### config.mk
export PLATFORM = sky130hd
export DESIGN_NAME = apq_prefix
export DESIGN_NICKNAME = d
export VERILOG_FILES = /design/src/design/affinity_priority_ready_queue_core_defines.svh /design/src/design/apq_pkg.sv /design/src/design/apq_prefix.sv
export SDC_FILE = /design/constraint.sdc
export NUM_CORES = 1
export LEC_CHECK = 0
export BUFFER_PORTS_ARGS = -buffer_cell sky130_fd_sc_hd__buf_4
export CORE_UTILIZATION = 26
export DETAILED_ROUTE_END_ITERATION = 10
export GPL_TIMING_DRIVEN = 0
export PLACE_DENSITY = 0.9
export SLEW_MARGIN = 5
export SYNTH_ARGS = -nofsm -noshare
export SYNTH_HDL_FRONTEND = slang
export SYNTH_SLANG_ARGS = --single-unit
### constraint.sdc
create_clock -name vclk -period 1.4
set_input_delay 0.07 -clock vclk [all_inputs]
set_output_delay 0.07 -clock vclk [all_outputs]
set_load 0.005 [all_outputs]
### src/design/affinity_priority_ready_queue_core_defines.svh
// Assertion macros shared by the queue RTL.
`ifndef AFFINITY_PRIORITY_READY_QUEUE_CORE_DEFINES_SVH
`define AFFINITY_PRIORITY_READY_QUEUE_CORE_DEFINES_SVH

`ifndef SYNTH
`define APQ_ASSERT(lbl, clk, rstn, prop, msg) \
    lbl: assert property (@(posedge clk) disable iff (!rstn) (prop)) else $error(msg);
`define APQ_ASSERT_NEXT(lbl, clk, rstn, pre, post, msg) \
    lbl: assert property (@(posedge clk) disable iff (!rstn) (pre) |=> (post)) else $error(msg);
`else
`define APQ_ASSERT(lbl, clk, rstn, prop, msg)
`define APQ_ASSERT_NEXT(lbl, clk, rstn, pre, post, msg)
`endif

`endif

### src/design/apq_pkg.sv
package apq_pkg;

    localparam int QUEUE_DEPTH  = 64;
    localparam int WORKER_COUNT = 16;
    localparam int CNT_W        = $clog2(QUEUE_DEPTH + 1);

    localparam logic [1:0] FUNC_INSERT = 2'd0;
    localparam logic [1:0] FUNC_REMOVE = 2'd1;
    localparam logic [1:0] FUNC_CLAIM  = 2'd2;

    localparam logic [1:0] STAT_DONE = 2'd0;
    localparam logic [1:0] STAT_FULL = 2'd1;
    localparam logic [1:0] STAT_NONE = 2'd2;

    localparam logic [4:0] AFF_ANY = 5'h1F;

    typedef struct packed {
        logic [1:0]  func;
        logic [15:0] tag;
        logic [7:0]  prio;
        logic [31:0] order;
        logic [4:0]  aff;
        logic [3:0]  worker;
    } t_cmd;

    typedef struct packed {
        logic        valid;
        logic [15:0] tag;
        logic [7:0]  prio;
        logic [31:0] order;
        logic [4:0]  aff;
    } t_entry;

endpackage

### src/design/apq_prefix.sv
module apq_prefix (
    input  logic [apq_pkg::QUEUE_DEPTH-1:0] i_hit,
    output logic [apq_pkg::QUEUE_DEPTH-1:0] o_prev,
    output logic                            o_any
);

    localparam int STAGES = $clog2(apq_pkg::QUEUE_DEPTH);

    logic [apq_pkg::QUEUE_DEPTH-1:0] w_lvl [STAGES+1];

    // Log-step prefix OR: bit i ends up as the OR of hits 0 through i.
    always_comb begin
        w_lvl[0] = i_hit;
        for (int s = 0; s < STAGES; s++) begin
            w_lvl[s+1] = w_lvl[s] | (w_lvl[s] << (1 << s));
        end
    end

    assign o_prev = w_lvl[STAGES] << 1;
    assign o_any  = w_lvl[STAGES][apq_pkg::QUEUE_DEPTH-1];

endmodule

After elaboration in Yosys (flattened, before gate mapping)
Index checks and enable logic that the tools add are counted.
Storage, ports and cells
  register bits: 0
  bits of input ports: 64
  output and inout port bits: 65
  logic and storage cells: 6
Operators by class
  bitwise operators: 6
Operators with widths (count)
  bitwise OR 64 bit: 6

Depth between registers and ports, before layout
Gate-level depths: netlist of run 1.
  depth in word-level cells: 6
  mapped depth: 6
  gate-level depth less buffers: 4

Least setup slack after synthesis of run 1
OpenSTA, ideal clock, no wires.
  path kind: input to output
  from: input i_hit[43] (netlist name)
  to: output o_prev[58] (netlist name)
  data arrival time: 1.537 ns
  required time: 1.330 ns
  path slack: -0.207 ns
  stages on the path: 4
  path buffers: 0
  cells stage by stage: or4_4 > or4_4 > nor3_4 > nand4b_1
Between the ends
  cells in the longest elaborated chain, start to end: 6
Ends and longest elaborated chain
  start: declaration: RTL line apq_prefix.sv:2  | input logic [apq_pkg::QUEUE_DEPTH-1:0] i_hit,
  bitwise OR 64 bit (6 in a row): RTL line apq_prefix.sv:15  | w_lvl[s+1] = w_lvl[s] | (w_lvl[s] << (1 << s));
  end: declaration: RTL line apq_prefix.sv:3  | output logic [apq_pkg::QUEUE_DEPTH-1:0] o_prev,
No other way between the ends.

Worst setup path in the final report of run 1
  from: input i_hit[43] (netlist name)
  to: output o_prev[61] (netlist name)
Same word-level chain as after synthesis.

==> results of run 1 <==
-- metrics by stage --
stage | worst slack, ps | instance area [sq um]
after detailed placement | -591.5 | 1773
after CTS | -441.9 | 2332
after global routing | -550.6 | 2482
final | -486.5 | 2482
after global placement | -558.0 | 1773
after floorplan | -181.6 | 773.2
-- routing by layer --
metal	part of all wire	GRT usage	vias up	wire length [um]
met5	0	0	-	0
met4	0.033	0.04643	0	204
met3	0.089	0.04884	22	558
met2	0.55	0.6231	141	3447
met1	0.33	0.2784	881	2041
li1	-	-	785	-
-- where the power goes --
part / leakage, nW / total, mW / internal (mW) / switching (mW)
Clock: 0 / 0 / 0 / 0
Combinational: 1.12 / 0.306 / 0.179 / 0.127
Sequential: 0 / 0 / 0 / 0
Total: 1.12 / 0.306 / 0.179 / 0.127
-- worst min-delay path, cell delays in order --
cell	delay [ps]
buf_8	80
or2_4	110
buf_6	80
-- how the worst max path moves through the flow --
stage | startpoint | end | slack (ps)
after CTS | i_hit[43] | o_prev[63] | -440
after floorplan | i_hit[43] | o_prev[58] | -180
after global placement | i_hit[30] | o_prev[43] | -560
after global routing | i_hit[43] | o_prev[61] | -550
final | i_hit[43] | o_prev[61] | -490
after detailed placement | i_hit[30] | o_prev[43] | -590
-- cell usage after synthesis, types with 4 or more instances --
| library cell | number | share of area |
|---|---|---|
| nor2_1 | 18 | 0.090 |
| nand2_1 | 15 | 0.075 |
| nand3_1 | 12 | 0.080 |
| nor4_1 | 8 | 0.067 |
| or3_1 | 8 | 0.067 |
| nand3b_1 | 7 | 0.070 |
| nor3_1 | 7 | 0.047 |
| nand4_1 | 6 | 0.050 |
| or2_2 | 6 | 0.050 |
| or4_1 | 6 | 0.060 |
| inv_1 | 5 | 0.025 |
| nand2b_1 | 5 | 0.042 |
| nand4b_1 | 5 | 0.058 |
| buf_2 | 4 | 0.027 |
-- layout make-up --
cell class,count,area share
timing repair buffer,153,0.5489
multi-input combinational,116,0.4012
buffer,6,0.02571
tap,31,0.01563
inverter,5,0.008569
-- placed cells by master (no fill, tap or decap), drive strengths merged --
cell | netlist | layout
nand2b | 5 | 5
nand4 | 6 | 6
nor3b | 1 | 1
inv | 5 | 5
nor4b | 3 | 3
conb | 1 | 1
nor2 | 18 | 18
nand3b | 7 | 7
or4 | 8 | 8
nor3 | 8 | 8
or3 | 8 | 8
nand2 | 15 | 15
and2 | 1 | 1
nor2b | 1 | 1
nand3 | 12 | 12
nand4b | 5 | 5
nor4 | 10 | 10
or2 | 6 | 6
buf | 6 | 159
nand4bb | 1 | 1
-- what timing repair did --
action	in CTS	in global routing
pin swaps	13	20
endpoints found under the setup margin	54	54
cloned	3	0
buffers inserted	18	9
hold buffers	0	0
gates resized for setup	86	34
-- logic make-up (layout without fill, tap and decap cells) --
family | count (synthesis) | in the layout | share of synthesized area
simple gates | 115 | 115 | 0.9235
buf+inv | 11 | 164 | 0.07155
other cells | 1 | 1 | 0.004987
==> impl_metrics.yaml, run 1 <==
outcome:
  status: "finished, violations left"
  violations: "negative setup slack"
placement:
  place_congestion: 0.8028
  portBuffers: 128
  hpwl_um: 3171
  place_inst: 286
route:
  wl_um: 6251
  first_pass_iters: 4
  num_vias: 1829
  initialDrtViolationCount: 81
  wire_per_inst_um: 20.10
  ant_nets: 0
  drc: 0
  via_per_inst: 5.881
final_layout:
  fill_cells: 131
  fin_nets: 346
  clkbuf_count: 0
  seq_cells: 0
  ff_latch_area_sq_um: 0
  area_growth_pct: 230.1
  layout.cells.non_filler: 311
  utilization: 0.9002
  antennaDiodeCount: 0
  multiInputGateArea_sq_um: 996.0
  drive_gt1_frac: 0.7500
worst_hold_path:
  min_from: "i_hit[6]"
  hold_end: "o_prev[7]"
  hold_path_depth: 3
  hold_path_class: "in -> out"
setup_path:
  cp_data_arrival_time_ps: 1820
  critPathBufInv: 2
  critical_path.top_delay_family: "simple AND/OR/NAND/NOR gates"
  crit_cells: 6
  cpPeakStageDelay_ps: 530
  required_ps: 1330
  critPathKind: "in -> out"
  cp_max_fo: 4
  worstSetupEndpointType: "primary output"
  startpoint_type: "input pin"
  cp_slowest_cell: "or4_4"
  crit_top_cell: "or4_4"
  crit_chain: "buf_6 -> or4_4 -> or4_4 -> nor3_1 -> nand4_1 -> buf_4"
yosys:
  yosysUniqueCellTypes: 25
  yosysWarnings: 0
  synth_fp_nets: 191
  syn_area_sq_um: 752.0
  synthCells: 127
  syn_avg_cell_area_sq_um: 5.921
  synth_seq_area_share: 0
pwr:
  powerDensity_nw_per_um2: 123.3
  fin_total_pwr_mw: 0.3060
  peakVddDrop_uv: 146.4
  total_leakage_power_nw: 1.117
timing:
  max_slew_margin: 0.6627
  finalCritPeriodShare: 1.347
  worst_pin_slew_ps: 502.1
  rsz0062_at_grt: "yes"
  finalSetupViolCount: 52
  slew_violations: 0
  setup_slack_ps: -486.5
  timing.final.hold_violations: 0
  period_needed_ps: 1886
  timing.fmax_ghz: 0.5301
  timing.hold.ws_ps: 410.4
  setup_tns_ps: -15590
global_routing:
  grt_pass1_wl_um: 7300
  grt_pass1_vias: 1707
  grt-ovfl-total: 0
  grt_max_degree: 8
  antenna_found_initial: 0
  grt_util_all_layers: 0.2886
floorplan:
  num_io_pins: 129
  die-area_sq_um: 3111
  start_util: 0.2727
  die_y_um: 55.78
  core-area_sq_um: 2758
  fp.dieW_um: 55.78
  num_rows: 19
flow_run:
  cap_violations: 0
Note: power is estimated with default switching activity, not from simulation.
==> inputs of run 2 (changes only) <==
ABC_AREA = 1   (was unset)
CORE_UTILIZATION = 35   (was 26)
==> impl_metrics.yaml, run 2 <==
yosys:
  synth_area_leader_cell: "nor2_1"
  synth_fp_nets: 395
  netlist.area_leader.share: 0.3826
  yosysWarnings: 0
  yosys.cell_count.top_type: "nor2_1"
  synth_seq_area_share: 0
  synth_common_cells: "nor2_1 (138), nand2_1 (126), inv_1 (30)"
  synthCells: 331
  syn_avg_cell_area_sq_um: 4.090
  syn_area_sq_um: 1354
  yosysUniqueCellTypes: 14
  synth_area_leaders: "nor2_1 (38%), nand2_1 (35%), inv_1 (8.3%)"
route:
  num_vias: 2329
  wl_um: 5366
  initialDrtViolationCount: 76
  ant_nets: 0
  first_pass_iters: 4
  drc: 0
  via_per_inst: 4.594
  wire_per_inst_um: 10.58
timing:
  timing.final.hold_violations: 0
  period_needed_ps: 1304
  rsz0062_at_grt: "no"
  finalCritPeriodShare: 0.9317
  slew_violations: 0
  timing.fmax_ghz: 0.7666
  finalSetupViolCount: 0
  setup_tns_ps: 0
final_layout:
  final_common_cell: "nor2_1"
  utilization: 0.6438
  drive_gt1_frac: 0.3420
  layout.cells.non_filler: 507
  ff_latch_area_sq_um: 0
  clkbuf_count: 0
  final_cell_mix: "nor2_1 (138), buf_4 (130), nand2_1 (126)"
  area_growth_pct: 75.42
  fin_nets: 525
  seq_cells: 0
  antennaDiodeCount: 0
floorplan:
  fp.dieW_um: 64.20
  die-area_sq_um: 4121
  start_util: 0.3670
  num_rows: 22
  num_io_pins: 129
  core-area_sq_um: 3689
  die_y_um: 64.20
global_routing:
  grt-ovfl-total: 0
  grt_max_degree: 6
  grt_pass1_wl_um: 8707
  grt_util_all_layers: 0.2541
  antenna_found_initial: 0
  grt_pass1_vias: 2148
pwr:
  powerDensity_nw_per_um2: 129.5
  total_leakage_power_nw: 1.010
  peakVddDrop_uv: 82.54
setup_path:
  required_ps: 1330
  cp_data_arrival_time_ps: 1230
  worstSetupEndpointType: "primary output"
  critPathKind: "in -> out"
  cp_max_fo: 5
  startpoint_type: "input pin"
worst_hold_path:
  hold_path_class: "in -> out"
  hold_end: "o_prev[1]"
  min_from: "i_hit[0]"
  hold_path_depth: 3
cts:
  postCtsResizedCells: 0
  holdBufCountCts: 0
  postCtsSetupRepairBufs: 0
placement:
  place_inst: 507
  portBuffers: 128
  place_congestion: 1.038
  hpwl_um: 4893
outcome:
  status: "finished, final reports clean"
flow_run:
  cap_violations: 0
[run 2: critical path, cell delays in order]
cell	delay, ps
buf_4	120
nor2_4	180
nand2_2	100
nor2_4	140
nand2_1	80
nor2_1	290
nand2_1	110
buf_4	150
[run 2: cell type report]
| type | count | area [sq um] |
|---|---|---|
| timing repair buffer | 128 | 960.9 |
| buffer | 2 | 15.01 |
| multi-input combinational | 294 | 1207 |
| fill | 421 | 1314 |
| inverter | 35 | 131.4 |
| tap | 48 | 60.06 |
[run 2: per-stage QoR]
stage	power, mW	cell area [sq um]	setup slack (ps)	hold WS [ps]
floorplan	0.1093	1354	527.0	220.8
global placement	0.3049	2375	146.6	410.6
detailed placement	0.3065	2375	139.0	426.8
CTS	0.3073	2375	130.1	427.9
global route	0.3391	2375	22.87	436.7
finish	0.3076	2375	95.57	425.1
[run 2: routing by layer]
metal | routed length (um) | global-route usage | part of all wire
met1 | 2175 | 0.2899 | 0.41
met2 | 2662 | 0.5093 | 0.50
met3 | 509 | 0.03571 | 0.095
met4 | 18 | 0.01667 | 0.0034
met5 | 0 | 0 | 0
[run 2: worst max path at each step]
stage	depth (start not counted)	slack (ps)	startpoint	end
detailed placement	8	140	i_hit[0]	o_prev[43]
CTS	8	130	i_hit[0]	o_prev[43]
floorplan	6	530	i_hit[2]	o_prev[58]
global placement	8	150	i_hit[0]	o_prev[43]
global route	8	20	i_hit[22]	o_prev[59]
finish	8	100	i_hit[0]	o_prev[43]
[run 2: logic make-up after synthesis]
kind of cell	synth area share
and+or+nand+nor	0.8891
other	0.002770
buffers and inverters	0.1081
[run 2: power breakdown]
part | switching (mW) | leakage (nW) | internal (mW)
Combinational | 0.146 | 1.01 | 0.162
Clock | 0 | 0 | 0
Sequential | 0 | 0 | 0
Total | 0.146 | 1.01 | 0.162
==> inputs of run 3 (changes only) <==
--- a/config.mk
+++ b/config.mk
@@ -13,3 +13,3 @@
 export PLACE_DENSITY = 0.9
-export SLEW_MARGIN = 5
+export SLEW_MARGIN = 10
 export SYNTH_ARGS = -nofsm -noshare
==> constraint.sdc (replaced) <==
create_clock -name vclk -period 1.4
set_input_delay 0.42 -clock vclk [all_inputs]
set_output_delay 0.42 -clock vclk [all_outputs]
set_load 0.005 [all_outputs]
==> impl_metrics.yaml, run 3 <==
yosys:
  synth_xor_area_frac: 0
  synthMuxAreaShare: 0
  yosys.cell_count.top_type: "nor2_1"
  synth_top_family_by_area: "simple AND/OR/NAND/NOR gates"
  synth_common_cells: "nor2_1 (138), nand2_1 (126), inv_1 (30)"
  yosysUniqueCellTypes: 14
  synth_seq_area_share: 0
  netlist.area_leader.share: 0.3826
  synth_area_leaders: "nor2_1 (38%), nand2_1 (35%), inv_1 (8.3%)"
  synth_area_leader_cell: "nor2_1"
  synthCells: 331
  syn_area_sq_um: 1354
  synth_compound_gate_area_share: 0
  yosysWarnings: 0
  syn_avg_cell_area_sq_um: 4.090
  synthAdderAreaFrac: 0
  synth_simple_gate_area_frac: 0.8891
  synth_fp_nets: 395
floorplan:
  num_io_pins: 129
  num_rows: 22
  start_util: 0.3670
  die_y_um: 64.20
  fp.dieW_um: 64.20
placement:
  portBuffers: 128
  hpwl_um: 5092
  place_congestion: 0.9030
cts:
  holdBufCountCts: 0
outcome:
  error: "[ERROR DPL-0038] Utilization greater than 100%, impossible to legalize"
  stop_stage: "global routing (5_1_grt)"
  status: "aborted with a tool error"
global_routing:
  grt_max_degree: 6
timing:
  worstEpCategory: "output port"
  worst_endpoint: "o_prev[40]"
run 3: per-stage QoR:
stage	utilization	std cells	hold WS (ps)	instance area [sq um]	setup slack, ps
after floorplan	-	331	920.8	1446	-116.9
after global placement	0.6689	507	1118	2467	-452.2
after detailed placement	0.6689	507	1120	2467	-486.6
after CTS	0.8311	520	1106	3065	-405.8
run 3: logic make-up after synthesis:
group | Yosys count
AND/OR/NAND/NOR | 293
buffers and inverters | 37
other | 1
run 3: repair_timing:
item / 4_1_cts
setup buffers: 13
pin swaps: 53
endpoints found under the hold margin: 0
resized for setup: 148
endpoints found under the setup margin: 58
==> inputs of run 4 (changes only) <==
CORE_UTILIZATION = 30   (was 35)
PLACE_DENSITY = unset   (was 0.9)
PLACE_DENSITY_LB_ADDON = 0.15   (was unset)
clock period = 1.8 ns   (was 1.4 ns; I/O delays follow)
==> impl_metrics.yaml, run 4 (same netlist as run 2, synthesis figures left out) <==
route:
  met1_length_um: 2807
  wl_met3_um: 554
  wl_met2_um: 3946
  wl_um: 7594
  via_per_inst: 4.960
  initialDrtViolationCount: 135
  routed.top_layer: "met4"
  drc: 0
  first_pass_iters: 4
  num_vias: 2629
  wire_per_inst_um: 14.33
  ant_nets: 0
timing:
  finalSetupViolCount: 57
  finalCritPeriodShare: 1.185
  timing.hold.ws_ps: 1341
  setup_slack_ps: -333.6
  rsz0062_at_grt: "yes"
  setup_tns_ps: -12850
  timing.fmax_ghz: 0.4687
  period_needed_ps: 2134
  slew_violations: 0
  timing.final.hold_violations: 0
final_layout:
  stdcell_area_sq_um: 3413
  final_cell_mix: "buf_4 (105), nand2_1 (83), nor2_4 (69)"
  fin_nets: 544
  ff_latch_area_sq_um: 0
  antennaDiodeCount: 0
  utilization: 0.7839
  layout.cells.non_filler: 530
  clkbuf_count: 0
  seq_cells: 0
  final_common_cell: "buf_4"
  area_growth_pct: 152.1
  drive_gt1_frac: 0.6674
placement:
  place_area_sq_um: 2385
  dp_slack_ps: -366.1
  portBuffers: 128
  hpwl_um: 4975
  place_congestion: 0.8628
  place_inst: 511
floorplan:
  num_rows: 24
  die-area_sq_um: 4785
  start_util: 0.3109
  core-area_sq_um: 4354
  die_y_um: 69.18
  num_io_pins: 129
  fp.dieW_um: 69.18
setup_path:
  critPathKind: "in -> out"
  cp_data_arrival_time_ps: 1590
  required_ps: 1260
  worstSetupEndpointType: "primary output"
  startpoint_type: "input pin"
  cp_max_fo: 5
global_routing:
  grt_util_all_layers: 0.2601
  grt_pass1_wl_um: 10410
  grt-ovfl-total: 0
  grt_max_degree: 6
  grt_pass1_vias: 2393
  antenna_found_initial: 0
flow_run:
  cap_violations: 0
outcome:
  violations: "negative setup slack"
  status: "finished, violations left"
pwr:
  fin_total_pwr_mw: 0.3869
  peakVddDrop_uv: 88.08
  total_leakage_power_nw: 1.340
  powerDensity_nw_per_um2: 113.4
worst_hold_path:
  hold_path_class: "in -> out"
  hold_path_depth: 4
  min_from: "i_hit[0]"
  hold_end: "o_prev[2]"
cts:
  holdBufCountCts: 0
run 4: repair_timing:
action	in CTS	in global routing
setup buffers	11	8
endpoints found under the hold margin	0	0
gates cloned	0	0
endpoints found under the setup margin	57	58
pin swaps	53	31
gates resized for setup	181	83
run 4: power by group:
group          total [mW]  switching (mW)  internal, mW
sequential              0               0             0
clock                   0               0             0
combinational       0.387           0.210         0.177
total               0.387           0.210         0.177
run 4: area by class of cell:
| type | instances | area [sq um] |
|---|---|---|
| repair buffers | 147 | 1269 |
| fillers | 323 | 940.9 |
| inverters | 35 | 131.4 |
| plain buffers | 2 | 15.01 |
| multi-input cells | 294 | 1933 |
| well taps | 52 | 65.06 |
run 4: critical path, stage by stage:
cell	delay (ps)
buf_4	130
nor2_4	160
nand2_4	80
nor2_8	180
nand2_4	90
nor2_4	160
nand2_1	90
buf_4	140
run 4: how the worst max path moves through the flow:
stage	slack (ps)	cells after the start	start	endpoint
finish	-330	8	i_hit[5]	o_prev[34]
global route	-410	8	i_hit[2]	o_prev[20]
CTS	-270	8	i_hit[1]	o_prev[61]
detailed placement	-370	8	i_hit[0]	o_prev[38]
global placement	-350	8	i_hit[8]	o_prev[62]
floorplan	6	6	i_hit[0]	o_prev[58]
run 4: layer usage:
layer,vias to the layer above,global-route usage
met4,0,0.04308
met2,147,0.4930
met3,33,0.03052
li1,1265,-
met1,1184,0.3139
met5,-,0
