### src/design/affinity_priority_ready_queue_core_defines.svh
// Assertion macros shared by the queue RTL.
`ifndef AFFINITY_PRIORITY_READY_QUEUE_CORE_DEFINES_SVH
`define AFFINITY_PRIORITY_READY_QUEUE_CORE_DEFINES_SVH

`ifndef SYNTH
`define APQ_ASSERT(lbl, clk, rstn, prop, msg) \
    lbl: assert property (@(posedge clk) disable iff (!rstn) (prop)) else $error(msg);
`define APQ_ASSERT_NEXT(lbl, clk, rstn, pre, post, msg) \
    lbl: assert property (@(posedge clk) disable iff (!rstn) (pre) |=> (post)) else $error(msg);
`else
`define APQ_ASSERT(lbl, clk, rstn, prop, msg)
`define APQ_ASSERT_NEXT(lbl, clk, rstn, pre, post, msg)
`endif

`endif

### src/design/apq_pkg.sv
package apq_pkg;

    localparam int QUEUE_DEPTH  = 64;
    localparam int WORKER_COUNT = 16;
    localparam int CNT_W        = $clog2(QUEUE_DEPTH + 1);

    localparam logic [1:0] FUNC_INSERT = 2'd0;
    localparam logic [1:0] FUNC_REMOVE = 2'd1;
    localparam logic [1:0] FUNC_CLAIM  = 2'd2;

    localparam logic [1:0] STAT_DONE = 2'd0;
    localparam logic [1:0] STAT_FULL = 2'd1;
    localparam logic [1:0] STAT_NONE = 2'd2;

    localparam logic [4:0] AFF_ANY = 5'h1F;

    typedef struct packed {
        logic [1:0]  func;
        logic [15:0] tag;
        logic [7:0]  prio;
        logic [31:0] order;
        logic [4:0]  aff;
        logic [3:0]  worker;
    } t_cmd;

    typedef struct packed {
        logic        valid;
        logic [15:0] tag;
        logic [7:0]  prio;
        logic [31:0] order;
        logic [4:0]  aff;
    } t_entry;

endpackage

### src/design/apq_cell.sv
module apq_cell (
    input  logic            i_clk,
    input  logic            i_rst_n,
    input  apq_pkg::t_cmd   i_cmd,
    input  logic            i_eval,
    input  logic            i_commit,
    input  logic            i_prev_hit,
    input  apq_pkg::t_entry i_left,
    input  apq_pkg::t_entry i_right,
    output apq_pkg::t_entry o_entry,
    output logic            o_hit
);

    apq_pkg::t_entry r_entry;
    apq_pkg::t_entry n_entry;
    apq_pkg::t_entry w_new;
    logic            r_hit;
    logic            n_hit;
    logic            w_worker_ok;

    assign w_worker_ok = (32'(i_cmd.worker) < apq_pkg::WORKER_COUNT);

    always_comb begin
        w_new.valid = 1'b1;
        w_new.tag   = i_cmd.tag;
        w_new.prio  = i_cmd.prio;
        w_new.order = i_cmd.order;
        w_new.aff   = i_cmd.aff;
    end

    // An insert marks every cell that belongs after the new task.
    always_comb begin
        unique case (i_cmd.func)
            apq_pkg::FUNC_INSERT: begin
                n_hit = !r_entry.valid
                     || ($signed(r_entry.prio) < $signed(i_cmd.prio))
                     || (r_entry.prio == i_cmd.prio && r_entry.order > i_cmd.order);
            end
            apq_pkg::FUNC_REMOVE: begin
                n_hit = r_entry.valid && (r_entry.tag == i_cmd.tag);
            end
            apq_pkg::FUNC_CLAIM: begin
                n_hit = r_entry.valid && w_worker_ok
                     && (r_entry.aff == apq_pkg::AFF_ANY
                         || r_entry.aff == {1'b0, i_cmd.worker});
            end
            default: begin
                n_hit = 1'b0;
            end
        endcase
    end

    always_comb begin
        n_entry = r_entry;
        if (i_commit) begin
            if (i_cmd.func == apq_pkg::FUNC_INSERT) begin
                if (i_prev_hit) begin
                    n_entry = i_left;
                end else if (r_hit) begin
                    n_entry = w_new;
                end
            end else if (i_prev_hit || r_hit) begin
                n_entry = i_right;
            end
        end
    end

    always_ff @(posedge i_clk) begin
        if (!i_rst_n) begin
            r_entry.valid <= 1'b0;
            r_hit         <= 1'b0;
        end else begin
            r_entry <= n_entry;
            if (i_eval) begin
                r_hit <= n_hit;
            end
        end
    end

    assign o_entry = r_entry;
    assign o_hit   = r_hit;

endmodule

### config.mk
export PLATFORM = sky130hd
export DESIGN_NAME = apq_cell
export DESIGN_NICKNAME = d
export VERILOG_FILES = /design/src/design/affinity_priority_ready_queue_core_defines.svh /design/src/design/apq_pkg.sv /design/src/design/apq_cell.sv
export SDC_FILE = /design/constraint.sdc
export NUM_CORES = 1
export LEC_CHECK = 0
export ABC_CLOCK_PERIOD_IN_PS = 5600
export BUFFER_PORTS_ARGS = -buffer_cell sky130_fd_sc_hd__buf_4
export CORE_ASPECT_RATIO = 0.75
export CORE_MARGIN = 2
export CORE_UTILIZATION = 41
export DETAILED_ROUTE_END_ITERATION = 10
export PLACE_DENSITY_LB_ADDON = 0.08
export SETUP_SLACK_MARGIN = 0.1
export SLEW_MARGIN = 20
export SYNTH_ARGS = -nofsm -noshare
export SYNTH_HDL_FRONTEND = slang
export SYNTH_SLANG_ARGS = --single-unit
### constraint.sdc
create_clock -name i_clk -period 5.6 [get_ports i_clk]
set_clock_uncertainty 0.15 [all_clocks]
set_input_delay 0.28 -clock i_clk [delete_from_list [all_inputs] [get_ports i_clk]]
set_output_delay 0.28 -clock i_clk [all_outputs]
set_load 0.02 [all_outputs]
* After elaboration in Yosys (flattened, before gate mapping)
Index checks and enable logic that the tools add are counted.
** Word-level totals
- Input port bits :: 196
- Output and inout bits :: 63
- Flip-flop bits (word level) :: 63
** Operators by class
- Mux-type cells :: 5
- Eq/ne operators :: 7
- Reduce and logical (&&, ||, !) cells :: 12
- Order comparisons :: 2
** Operators by type and width (count)
- 62-bit two-way mux :: 4
- 32-bit greater-than comparator :: 1
- 16-bit equality test :: 1
- 8-bit equality test :: 1
- 8-bit less-than comparator :: 1
- 5-bit by 4-bit equality test with 1-bit output :: 1
- 5-bit equality test, second input constant :: 1
- 1-bit logical OR :: 4
- 4-bit AND reduction :: 1
- 1-bit logical AND :: 3
- 3-bit != test, second input constant :: 1
- 1-bit one-hot mux with 3 select lines :: 1
- 3-bit AND reduction :: 1
- 2-bit by 1-bit equality test with 1-bit output, second input constant :: 1
- 2-bit equality test, second input constant :: 1
- 2-bit logical NOT :: 1
- 2-bit nonzero test :: 1
- 1-bit logical NOT :: 1

* Logic depth before layout (Yosys ltp)
Gate-level depths: netlist of the first run.
- Depth after elaboration :: 4
- Mapped depth :: 8

* Least setup slack after synthesis of the first run
No wires, ideal clock.
- Kind :: input to register
- From :: input port i_prev_hit
- To :: register r_entry, in the netlist o_entry[0], enable pin
- Required time :: 4970 ps
- Arrival :: 3232 ps
- Path slack :: 1737 ps
- Cell stages on the path :: 3
- Path through :: clkbuf_1 -> o21ai_0 -> nor2_1
** On the way
- Cells in the longest elaborated chain, start to end :: 3
** RTL lines
- start: declaration :: line apq_cell.sv:7 : input logic i_prev_hit,
- 1-bit logical OR :: line apq_cell.sv:62 : end else if (i_prev_hit || r_hit) begin
- 2-bit nonzero test (no source line)
- 4-bit AND reduction (no source line) *
- end signal: assignment :: line apq_cell.sv:73 : r_entry <= n_entry;
- end: declaration :: line apq_cell.sv:14 : apq_pkg::t_entry r_entry;
Every way passes the cells marked *; elsewhere a longest branch is shown, timed or not.
A chain may end at the register's enable or synchronous reset.

* Worst setup path in the final report of the first run
- From :: register r_entry, in the netlist o_entry[19]
- To :: register r_hit, in the netlist o_hit
** On the way
- Cells in the longest elaborated chain, start to end :: 4
** RTL lines
- 32-bit greater-than comparator :: line apq_cell.sv:37 : || (r_entry.prio == i_cmd.prio && r_entry.order > i_cmd.order);
- 1-bit logical AND :: line apq_cell.sv:37
- 1-bit logical OR :: line apq_cell.sv:37
- 1-bit one-hot mux with 3 select lines :: line apq_cell.sv:33 : unique case (i_cmd.func)
- end signal: assignment :: line apq_cell.sv:75 : r_hit <= n_hit;
- end: declaration :: line apq_cell.sv:17 : logic r_hit;
No other way between the ends.

==> reports/qor.yml, run 1 <==
drt:
  postRouteAntennaNets: 0
  dr.pass1.iters: 5
  routed_via_density: 4.94
  route.detailed.drc: 0
  wl_um: 13200
  first_iter_violations: 117
  wl_per_cell_um: 15.3
  vias: 4258
global_routing:
  track_usage_pct: 21.2
  grt_max_degree: 64
  grt_pass1_vias: 4124
  grt_pass1_wl_um: 20200
  antenna_found_initial: 0
  grt_overflow_total: 0
critical_path:
  crit_path_max_incr_delay_ns: 0.41
  crit_type: "flip-flop to flip-flop"
  crit_arrival_ns: 2.45
  cp_slowest_cell: "edfxtp_1"
  end_kind: "flip-flop"
  cpLargestDelayFamily: "simple AND/OR/NAND/NOR gates"
  critPathBufInv: 0
  r2r_slack_ns: 3.18
  rr_worst_depth: 7
  r2r_end: "o_hit"
  cp_max_fo: 3
  r2r-start: "o_entry[19]"
  critPathRequiredTime_ns: 5.64
  start_kind: "flip-flop"
  crit_chain: "ha_1 > nand4_1 > nor4_2 > and4_1 > nand3_1 > a31oi_1 > a311oi_2"
clock_tree:
  cts.sinks: 63
  ctsResizeCount: 0
  clk_pin_slew_worst_paths_ns: 0.05
  htreeDepth: 3
  cts_setup_buffers: 0
  clk_latency_ns: 0.32
  cts-root-buf: "clkbuf_16"
  numCtsBuffers: 9
  cts_tree: "built"
  clk_path_buf_depth: 2
  ctsHoldBuffers: 0
power:
  p_per_area_nw_per_um2: 199
  p_seq_share_pct: 40.3
  pwr-share-clk_pct: 35.9
  p_leak_uw: 0.00335
  totalPowerFinal_uw: 1370
  p_sw_uw: 362
  peakVddDrop_mv: 0.141
  p_comb_share_pct: 23.8
  switching_share_pct: 26.4
  internal_power_uw: 1010
floorplanning:
  coreArea_um2: 10900
  initial_core_util_pct: 41.9
  row_count: 33
  dieArea_um2: 12000
  num_io_pins: 259
  die_height_um: 95.3
  die_w_um: 126
hold_path:
  hp-class: "input pin to flip-flop"
  min-delay-start: "i_rst_n"
  holdPathStages: 3
  whs_endpoint: "o_entry[61]"
logic_synthesis:
  synth_top_family_by_area: "multiplexers"
  synth_compound_area_share_pct: 13.0
  ys.warnings.count: 0
  syn_nets: 705
  synth.largest_area_cell: "edfxtp_1"
  yosys.area_share.simple_pct: 12.0
  syn_area_um2: 4550
  synthMuxAreaShare_pct: 13.4
  ys_top_cells_by_area: "edfxtp_1 40%, mux2i_1 13%, ha_1 12%"
  ys_types: 38
  synthTopCellsByCount: "74 x a21oi_1, 74 x nor2_1, 61 x edfxtp_1, 61 x mux2i_1, 45 x inv_1"
  syn_area_per_cell_um2: 9.77
  synth_ff_type: "edfxtp_1"
  synth-adder-area-share_pct: 11.8
  synth_top_area_share_pct: 40.2
  ys_ff_latch: 63
  ys_seq_area_share_pct: 41.1
  synth_xor_area_share_pct: 3.08
  synth_edf_count: 61
  ys_async_sr_fraction_pct: 0
  synth_cells: 466
status:
  run_status: "finished, final reports clean"
placed_design:
  dp_hpwl_um: 10700
  dp_slack_ns: 2.98
  port_buffers: 258
  gp_congestion: 0.893
sta:
  rsz0062_at_grt: "false"
  max_freq_ghz: 0.414
  tns_ns: 0
  slew_violations: 0
  min_period_ns: 2.42
  post-route-period-util_pct: 43.2
  final-hold-violation-count: 0
  finalSetupViolations: 0
  worst_pin_slew_ns: 0.692
  timing.hold.ws_ns: 0.104
  slew_headroom_pct: 53.9
  final.setup.worst_slack_ns: 3.18
final_layout:
  fillers: 954
  synthToLayoutAreaGrowth_pct: 51.2
  drive_gt1_share_pct: 39.5
  antennaDiodeCount: 0
  fin_nets: 956
job:
  cap_violations: 0
==> state kept, by name, summed over array words and instances, names as in the netlist <==
register	flops
o_hit	1
o_entry	62
==> layout make-up <==
type                            count  area [µm²]  share of cell area [%]
Clock buffer                        9         225                    3.27
Multi-Input combinational cell    337        2440                    35.5
Sequential cell                    63        1870                    27.2
Timing Repair Buffer              261        1960                    28.5
Inverter                           45         169                    2.45
Clock inverter                      7        40.0                   0.582
Tap cell                          140         175                    2.54
==> cells by family after synthesis <==
logic type      after synthesis
xor+xnor                     16
simple gates                115
fa+ha+maj                    43
mux                          61
flops                        63
compound gates              102
buf+inv                      66
==> power by group through the flow <==
stage	logic (µW)	clock network (µW)	registers, µW
finish	327	494	553
global route	361	528	555
detailed placement	329	0	563
global placement	323	0	562
CTS	330	506	554
floorplan	139	0	582
==> metrics by stage <==
stage          cells  instance area [µm²]  utilization (%)
5_1_grt          862                 6890             63.4
4_1_cts          862                 6890             63.4
3_5_place_dp     846                 6620             61.0
3_3_place_gp     846                 6620             61.0
2_1_floorplan    466                 4550                -
6_report         862                 6890             63.4
==> worst max path at each step <==
stage / depth (start not counted) / endpoint / start / slack (ns)
global route: 7 / o_hit / o_entry[19] / 3.00
floorplan: 3 / o_entry[0] / i_prev_hit / 1.74
global placement: 4 / o_entry[41] / i_prev_hit / 3.02
finish: 7 / o_hit / o_entry[19] / 3.18
CTS: 7 / o_hit / o_entry[19] / 3.14
detailed placement: 4 / o_entry[25] / i_prev_hit / 2.98
==> layout by cell type, fill, tap and decap left out, types with 2 or more instances in the layout <==
cell type	instances
buf_4	261
a21oi_1	74
nor2_1	73
mux2i_1	61
edfxtp_1	61
inv_1	45
ha_1	42
xor2_1	13
nand2_1	11
clkbuf_16	9
o21ai_0	8
nand4_1	7
nor4_2	6
nand2b_1	5
nand3_1	4
xnor2_1	3
nor2b_1	3
a31oi_1	3
a211oi_1	3
clkinvlp_4	3
o22ai_1	2
a21o_1	2
clkinv_2	2
clkinv_1	2
dfxtp_1	2
==> worst min-delay path: stages <==
cell and delay [ns]:
buf_4 0.08, inv_1 0.07, nor2_1 0.11
==> per-layer routing <==
layer  vias to the layer above  routed length (µm)  global-route usage [%]
met5                         -                   0                       0
met4                         0                 151                    5.09
met3                        14                1040                    6.17
met2                       143                6600                    37.4
met1                      1918                5430                    25.8
li1                       2183                   -                       -
No activity file was read; power rests on OpenSTA's default activity.
==> inputs of run 2 (changes only) <==
--- a/config.mk
+++ b/config.mk
@@ -5,7 +5,7 @@
 export SDC_FILE = /design/constraint.sdc
 export NUM_CORES = 1
 export LEC_CHECK = 0
-export ABC_CLOCK_PERIOD_IN_PS = 5600
+export ABC_CLOCK_PERIOD_IN_PS = 2100
 export BUFFER_PORTS_ARGS = -buffer_cell sky130_fd_sc_hd__buf_4
 export CORE_ASPECT_RATIO = 0.75
 export CORE_MARGIN = 2
==> constraint.sdc (replaced) <==
create_clock -name i_clk -period 2.1 [get_ports i_clk]
set_clock_uncertainty 0.15 [all_clocks]
set_input_delay 0.105 -clock i_clk [delete_from_list [all_inputs] [get_ports i_clk]]
set_output_delay 0.105 -clock i_clk [all_outputs]
set_load 0.02 [all_outputs]
==> run 2 against run 1 <==
The run now ends with negative setup slack left; cell area grew 12%; critical path depth stayed put; sequential power rose to 2.7 times the previous value; via count grew 7.8%; combinational power increased to 3.1 times the previous value; sequential cell count stayed put; register-to-register slack lost 3.3 ns; core utilization grew 7.4 points; total power increased to 2.7 times the previous value; final cell count increased by 7.5%; wire length up 7.6%; clock power grew to 2.6 times the previous value; largest cell class is now non-clock buffers; largest power group unchanged.
==> reports/qor.yml, run 2 (synthesized netlist as in run 1, its figures left out) <==
drt:
  routed_via_density: 4.95  # +0.26%
  vias: 4591  # +7.8%
  dr.pass1.iters: 6  # +1
  first_iter_violations: 233  # +99%
  route.detailed.drc: 0  # unchanged
  postRouteAntennaNets: 0  # unchanged
  wl_um: 14200  # +7.6%
  wl_per_cell_um: 15.4  # about the same
global_routing:
  grt_pass1_wl_um: 21900  # +8.8%
  grt_pass1_vias: 4535  # +10%
  antenna_found_initial: 0  # unchanged
  grt_max_degree: 63  # -1.6%
  grt_overflow_total: 0  # unchanged
  track_usage_pct: 23.2  # +2.1 points
sta:
  slew_violations: 0  # unchanged
  finalSetupViolations: 1  # +1
  post-route-period-util_pct: 105  # +62 points
  final-hold-violation-count: 0  # unchanged
  max_freq_ghz: 0.455  # +9.9%
  worst_pin_slew_ns: 0.469  # -0.222 ns
  slew_headroom_pct: 68.7  # +15 points
  tns_ns: -0.0993  # -0.0993 ns
  final.setup.worst_slack_ns: -0.0993  # -3.28 ns
  min_period_ns: 2.20  # -0.217 ns
  rsz0062_at_grt: "true"
floorplanning:
  initial_core_util_pct: 41.9  # unchanged
  die_w_um: 126  # unchanged
  coreArea_um2: 10900  # unchanged
  row_count: 33  # unchanged
  dieArea_um2: 12000  # unchanged
  die_height_um: 95.3  # unchanged
  num_io_pins: 259  # unchanged
critical_path:
  critPathRequiredTime_ns: 2.14  # -3.50 ns
  crit_arrival_ns: 2.24  # -0.21 ns
  cp_max_fo: 3  # unchanged
  crit_chain: "ha_4 > nand4_1 > nor4_4 > and4_1 > and4b_1 > o31ai_2 > a311oi_2"
  crit_path_max_incr_delay_ns: 0.43  # +0.02 ns
  cpLargestDelayFamily: "simple AND/OR/NAND/NOR gates"
  critPathBufInv: 0  # unchanged
  crit_type: "flip-flop to flip-flop"
  cp_slowest_cell: "edfxtp_1"
  end_kind: "flip-flop"
  start_kind: "flip-flop"
power:
  peakVddDrop_mv: 0.376  # +170%
  p_leak_uw: 0.00365  # +9.2%
  p_per_area_nw_per_um2: 490  # +150%
final_layout:
  antennaDiodeCount: 0  # unchanged
  largest_register_ffs: 62  # unchanged
  final_cell_mix: "263 x buf_4, 74 x a21oi_1, 73 x nor2_1, 62 x dlygate4sd3_1"
  fin_util_pct: 70.8  # +7.4 points
  fin_cells: 927  # +7.5%
  drive_gt1_share_pct: 37.9  # -1.6 points
  fillers: 838  # -12%
  fin_nets: 1023  # +7.0%
  layout_commonest_cell: "buf_4"
  synthToLayoutAreaGrowth_pct: 68.8
clock_tree:
  numCtsBuffers: 9  # unchanged
  cts_tree: "built"
  clk_pin_slew_worst_paths_ns: 0.05  # about the same
  clk_path_buf_depth: 2  # unchanged
  htreeDepth: 3  # unchanged
  clk_latency_ns: 0.32  # about the same
  cts.sinks: 63  # unchanged
  cts-root-buf: "clkbuf_16"
placed_design:
  dp_hpwl_um: 10800  # +1.0%
  dp_slack_ns: -0.103  # -3.08 ns
  post-place-cells: 851  # +0.59%
  port_buffers: 258  # unchanged
  gp_congestion: 0.835  # -6.5%
job:
  cap_violations: 0  # unchanged
status:
  run_status: "finished with violations"
  violations: "negative setup slack"
hold_path:
  hp-class: "input pin to flip-flop"
-- run 2: layout make-up --
| class | instances | area [µm²] | area share (%) |
|---|---|---|---|
| timing repair buffer | 328 | 2660 | 34.5 |
| multi-input combinational | 337 | 2570 | 33.4 |
| sequential | 63 | 1870 | 24.4 |
| clock buffer | 11 | 233 | 3.03 |
| tap | 140 | 175 | 2.28 |
| inverter | 45 | 169 | 2.20 |
| clock inverter | 3 | 12.5 | 0.163 |
-- run 2: what timing repair did --
item / 4_1_cts / 5_1_grt
endpoints found under the hold margin: 53 / 1
gates cloned: 0 / 0
gates resized for setup: 3 / 7
buffers inserted: 0 / 0
hold buffers: 61 / 1
endpoints found under the setup margin: 1 / 1
pin swaps: 1 / 5
-- run 2: path summary, 6_finish.rpt --
path | cells past startpoint | end | start | slack, ns
worst max-delay path | 7 | o_hit | o_entry[16] | -0.1
worst min-delay path | 3 | o_entry[21] | i_left[21] | 0.001
worst max register to register | 7 | o_hit | o_entry[16] | -0.1
worst min register to register | 2 | o_entry[61] | o_entry[61] | 0.44
-- run 2: worst register-to-register path: cells and delay by family, from the launching register on --
family,cells,cell delay [ns]
flops,1,0.43
compound gates,2,0.19
simple gates,4,1.00
fa+ha+maj,1,0.30
-- run 2: per-layer routing --
layer	global-route usage [%]	share of wire, %	up-vias	routed length (µm)
met5	0	0	-	0
met4	6.02	1.4	0	196
met3	6.90	7.5	17	1060
met2	42.3	51	157	7200
met1	27.1	41	2093	5770
li1	-	-	2324	-
-- run 2: power by group --
group	switching [µW]	internal, µW	leakage, µW
combinational	446	571	0.00296
sequential	29.8	1450	0.000575
clock	499	774	0.000120
total	975	2790	0.00365
-- run 2: through the flow --
stage                     hold slack (ns)  cell area [µm²]  total power, µW
final                             0.00136             7690             3770
after global routing              0.00376             7690             3960
after CTS                        0.000491             7610             3790
after detailed placement            0.260             6730             2400
after global placement              0.247             6730             2380
after floorplan                     0.144             4600             1930
==> inputs of run 3 (changes only) <==
--- a/config.mk
+++ b/config.mk
@@ -5,11 +5,10 @@
 export SDC_FILE = /design/constraint.sdc
 export NUM_CORES = 1
 export LEC_CHECK = 0
-export ABC_CLOCK_PERIOD_IN_PS = 2100
 export BUFFER_PORTS_ARGS = -buffer_cell sky130_fd_sc_hd__buf_4
 export CORE_ASPECT_RATIO = 0.75
 export CORE_MARGIN = 2
-export CORE_UTILIZATION = 41
+export CORE_UTILIZATION = 29
 export DETAILED_ROUTE_END_ITERATION = 10
 export PLACE_DENSITY_LB_ADDON = 0.08
 export SETUP_SLACK_MARGIN = 0.1
==> run 3 against run 2 <==
The run still ends with negative setup slack left; sequential power about the same; largest power group unchanged; critical path depth is the same; first-iteration DRC count is 44% lower; combinational power about the same; sequential cell count unchanged; largest cell class unchanged; critical path type unchanged; register-to-register slack gained 0.04 ns; hold slack improved by 0.0011 ns; die area grew 40%; highest routed layer unchanged; final cell count rose by 7.9%; via count fell by 0.24%; wire length rose by 5.0%.
==> reports/qor.yml, run 3 (synthesized netlist as in run 1, its figures left out) <==
critical_path:
  start_kind: "flip-flop"
  crit_arrival_ns: 2.20  # -0.04 ns
  crit_cells: 7  # unchanged
  crit_chain: "ha_4 > nand4_1 > nor4_2 > and4_4 > and4b_1 > o31ai_2 > a311oi_2"
  rr_worst_depth: 7  # unchanged
  cp_max_fo: 2  # -1
  startpoint: "o_entry[13]"
  r2r-start: "o_entry[13]"
  crit_path_max_incr_delay_ns: 0.43  # about the same
  cp_slowest_cell: "edfxtp_1"
  crit_type: "flip-flop to flip-flop"
  critPathRequiredTime_ns: 2.14  # about the same
  critPathBufInv: 0  # unchanged
  cpLargestDelayFamily: "simple AND/OR/NAND/NOR gates"
  end_kind: "flip-flop"
global_routing:
  grt_pass1_wl_um: 23300  # +6.4%
  grt_overflow_total: 0  # unchanged
  antenna_found_initial: 0  # unchanged
  grt_pass1_vias: 4700  # +3.6%
  grt_max_degree: 62  # -1.6%
  track_usage_pct: 17.6  # -5.6 points
final_layout:
  synthToLayoutAreaGrowth_pct: 71.8
  fillers: 1433  # +71%
  drive_gt1_share_pct: 38.0  # +0.12 points
  fin_nets: 1032  # +0.88%
  largest_register_ffs: 62  # unchanged
  regArea_um2: 1870  # unchanged
  stdcell_area_um2: 7820  # +1.7%
  multi_input_area_um2: 2530  # -1.7%
  layout_commonest_cell: "buf_4"
  fin_util_pct: 51.2  # -20 points
  antennaDiodeCount: 0  # unchanged
  final_cell_mix: "267 x buf_4, 74 x a21oi_1, 73 x nor2_1, 65 x dlygate4sd3_1"
sta:
  final.setup.worst_slack_ns: -0.0576  # +0.0417 ns
  slew_violations: 0  # unchanged
  timing.hold.ws_ns: 0.00250  # +0.00114 ns
  rsz0062_at_grt: "true"
  finalSetupViolations: 1  # unchanged
  slew_headroom_pct: 69.9  # +1.2 points
  tns_ns: -0.0576  # +0.0417 ns
  max_freq_ghz: 0.463  # +1.9%
  worst_pin_slew_ns: 0.452  # -0.0175 ns
  min_period_ns: 2.16  # -0.0417 ns
  post-route-period-util_pct: 103  # -2.0 points
  final-hold-violation-count: 0  # unchanged
hold_path:
  min-delay-start: "i_right[36]"
  hp-class: "input pin to flip-flop"
  holdPathStages: 3  # unchanged
power:
  peakVddDrop_mv: 0.374  # -0.47%
  p_per_area_nw_per_um2: 482  # -1.6%
  p_leak_uw: 0.00369  # +1.1%
floorplanning:
  initial_core_util_pct: 29.8  # -12 points
  row_count: 39  # +18%
  die_w_um: 149  # +18%
  die_height_um: 113  # +18%
  num_io_pins: 259  # unchanged
  coreArea_um2: 15300  # +41%
  dieArea_um2: 16700  # +40%
clock_tree:
  clk_path_buf_depth: 2  # unchanged
  clk_latency_ns: 0.32  # about the same
  cts-root-buf: "clkbuf_16"
  numCtsBuffers: 9  # unchanged
  clk_pin_slew_worst_paths_ns: 0.05  # about the same
  htreeDepth: 3  # unchanged
  cts_tree: "built"
  cts.sinks: 63  # unchanged
placed_design:
  port_buffers: 258  # unchanged
  dp_hpwl_um: 11700  # +8.1%
  post_dp_cell_area_um2: 6870  # +2.1%
  gp_congestion: 0.809  # -3.1%
status:
  violations: "negative setup slack"
  run_status: "finished with violations"
drt:
  routed_via_density: 4.58  # -7.5%
  vias: 4580  # -0.24%
  route.detailed.drc: 0  # unchanged
  first_iter_violations: 130  # -44%
  wl_per_cell_um: 14.9  # -2.7%
  dr.pass1.iters: 4  # -2
  postRouteAntennaNets: 0  # unchanged
  wl_um: 14900  # +5.0%
job:
  cap_violations: 0  # unchanged
[run 3: changes by cell type in the layout (fill, tap and decap cells not counted), moves of 2 or more]
cell and delta:
buf_12 +2, buf_4 +4, clkbuf_1 -2, dlygate4sd3_1 +3
ha_1 +3, ha_4 -3
[run 3: final cells by class]
| class | instances | area share [%] |
|---|---|---|
| clock buffer | 9 | 2.88 |
| timing repair buffer | 337 | 35.2 |
| inverter | 45 | 2.16 |
| multi-input combinational | 337 | 32.3 |
| sequential | 63 | 23.9 |
| clock inverter | 4 | 0.208 |
| tap | 205 | 3.28 |
[run 3: path summary, 6_finish.rpt]
path,slack [ns],endpoint
worst min-delay path,0.002,o_entry[36]
worst min register to register,0.49,o_entry[61]
worst max register to register,-0.06,o_hit
worst max-delay path,-0.06,o_hit
[run 3: tightest hold or removal path: stages]
cell and delay (ns):
buf_4 0.07, nor2_1 0.03, a21oi_1 0.13
[run 3: metrics by stage]
step / std cells / setup slack (ns) / power [µW]
CTS: 1000 / -0.123 / 3820
global placement: 921 / -0.0591 / 2410
finish: 1000 / -0.0576 / 3770
global route: 1000 / -0.226 / 3960
detailed placement: 921 / -0.172 / 2420
floorplan: 466 / 0.0351 / 1930
[run 3: layer usage]
layer	track usage [%]	up-vias	share of wire, %
li1	-	2326	-
met1	22.6	2079	44
met2	29.5	160	47
met3	4.55	15	7.5
met4	4.57	0	1.3
met5	0	-	0
[run 3: repair_timing]
action | CTS | global route
buffers inserted | 1 | 0
hold endpoints to repair | 58 | 0
hold buffers | 65 | 0
pin swaps | 4 | 2
gates resized for setup | 1 | 5
endpoints found under the setup margin | 1 | 1
[run 3: where the power goes]
part           switching (µW)  leakage (µW)  internal (µW)
Sequential               29.1      0.000575           1450
Combinational             448       0.00300            580
Clock                     505      0.000120            763
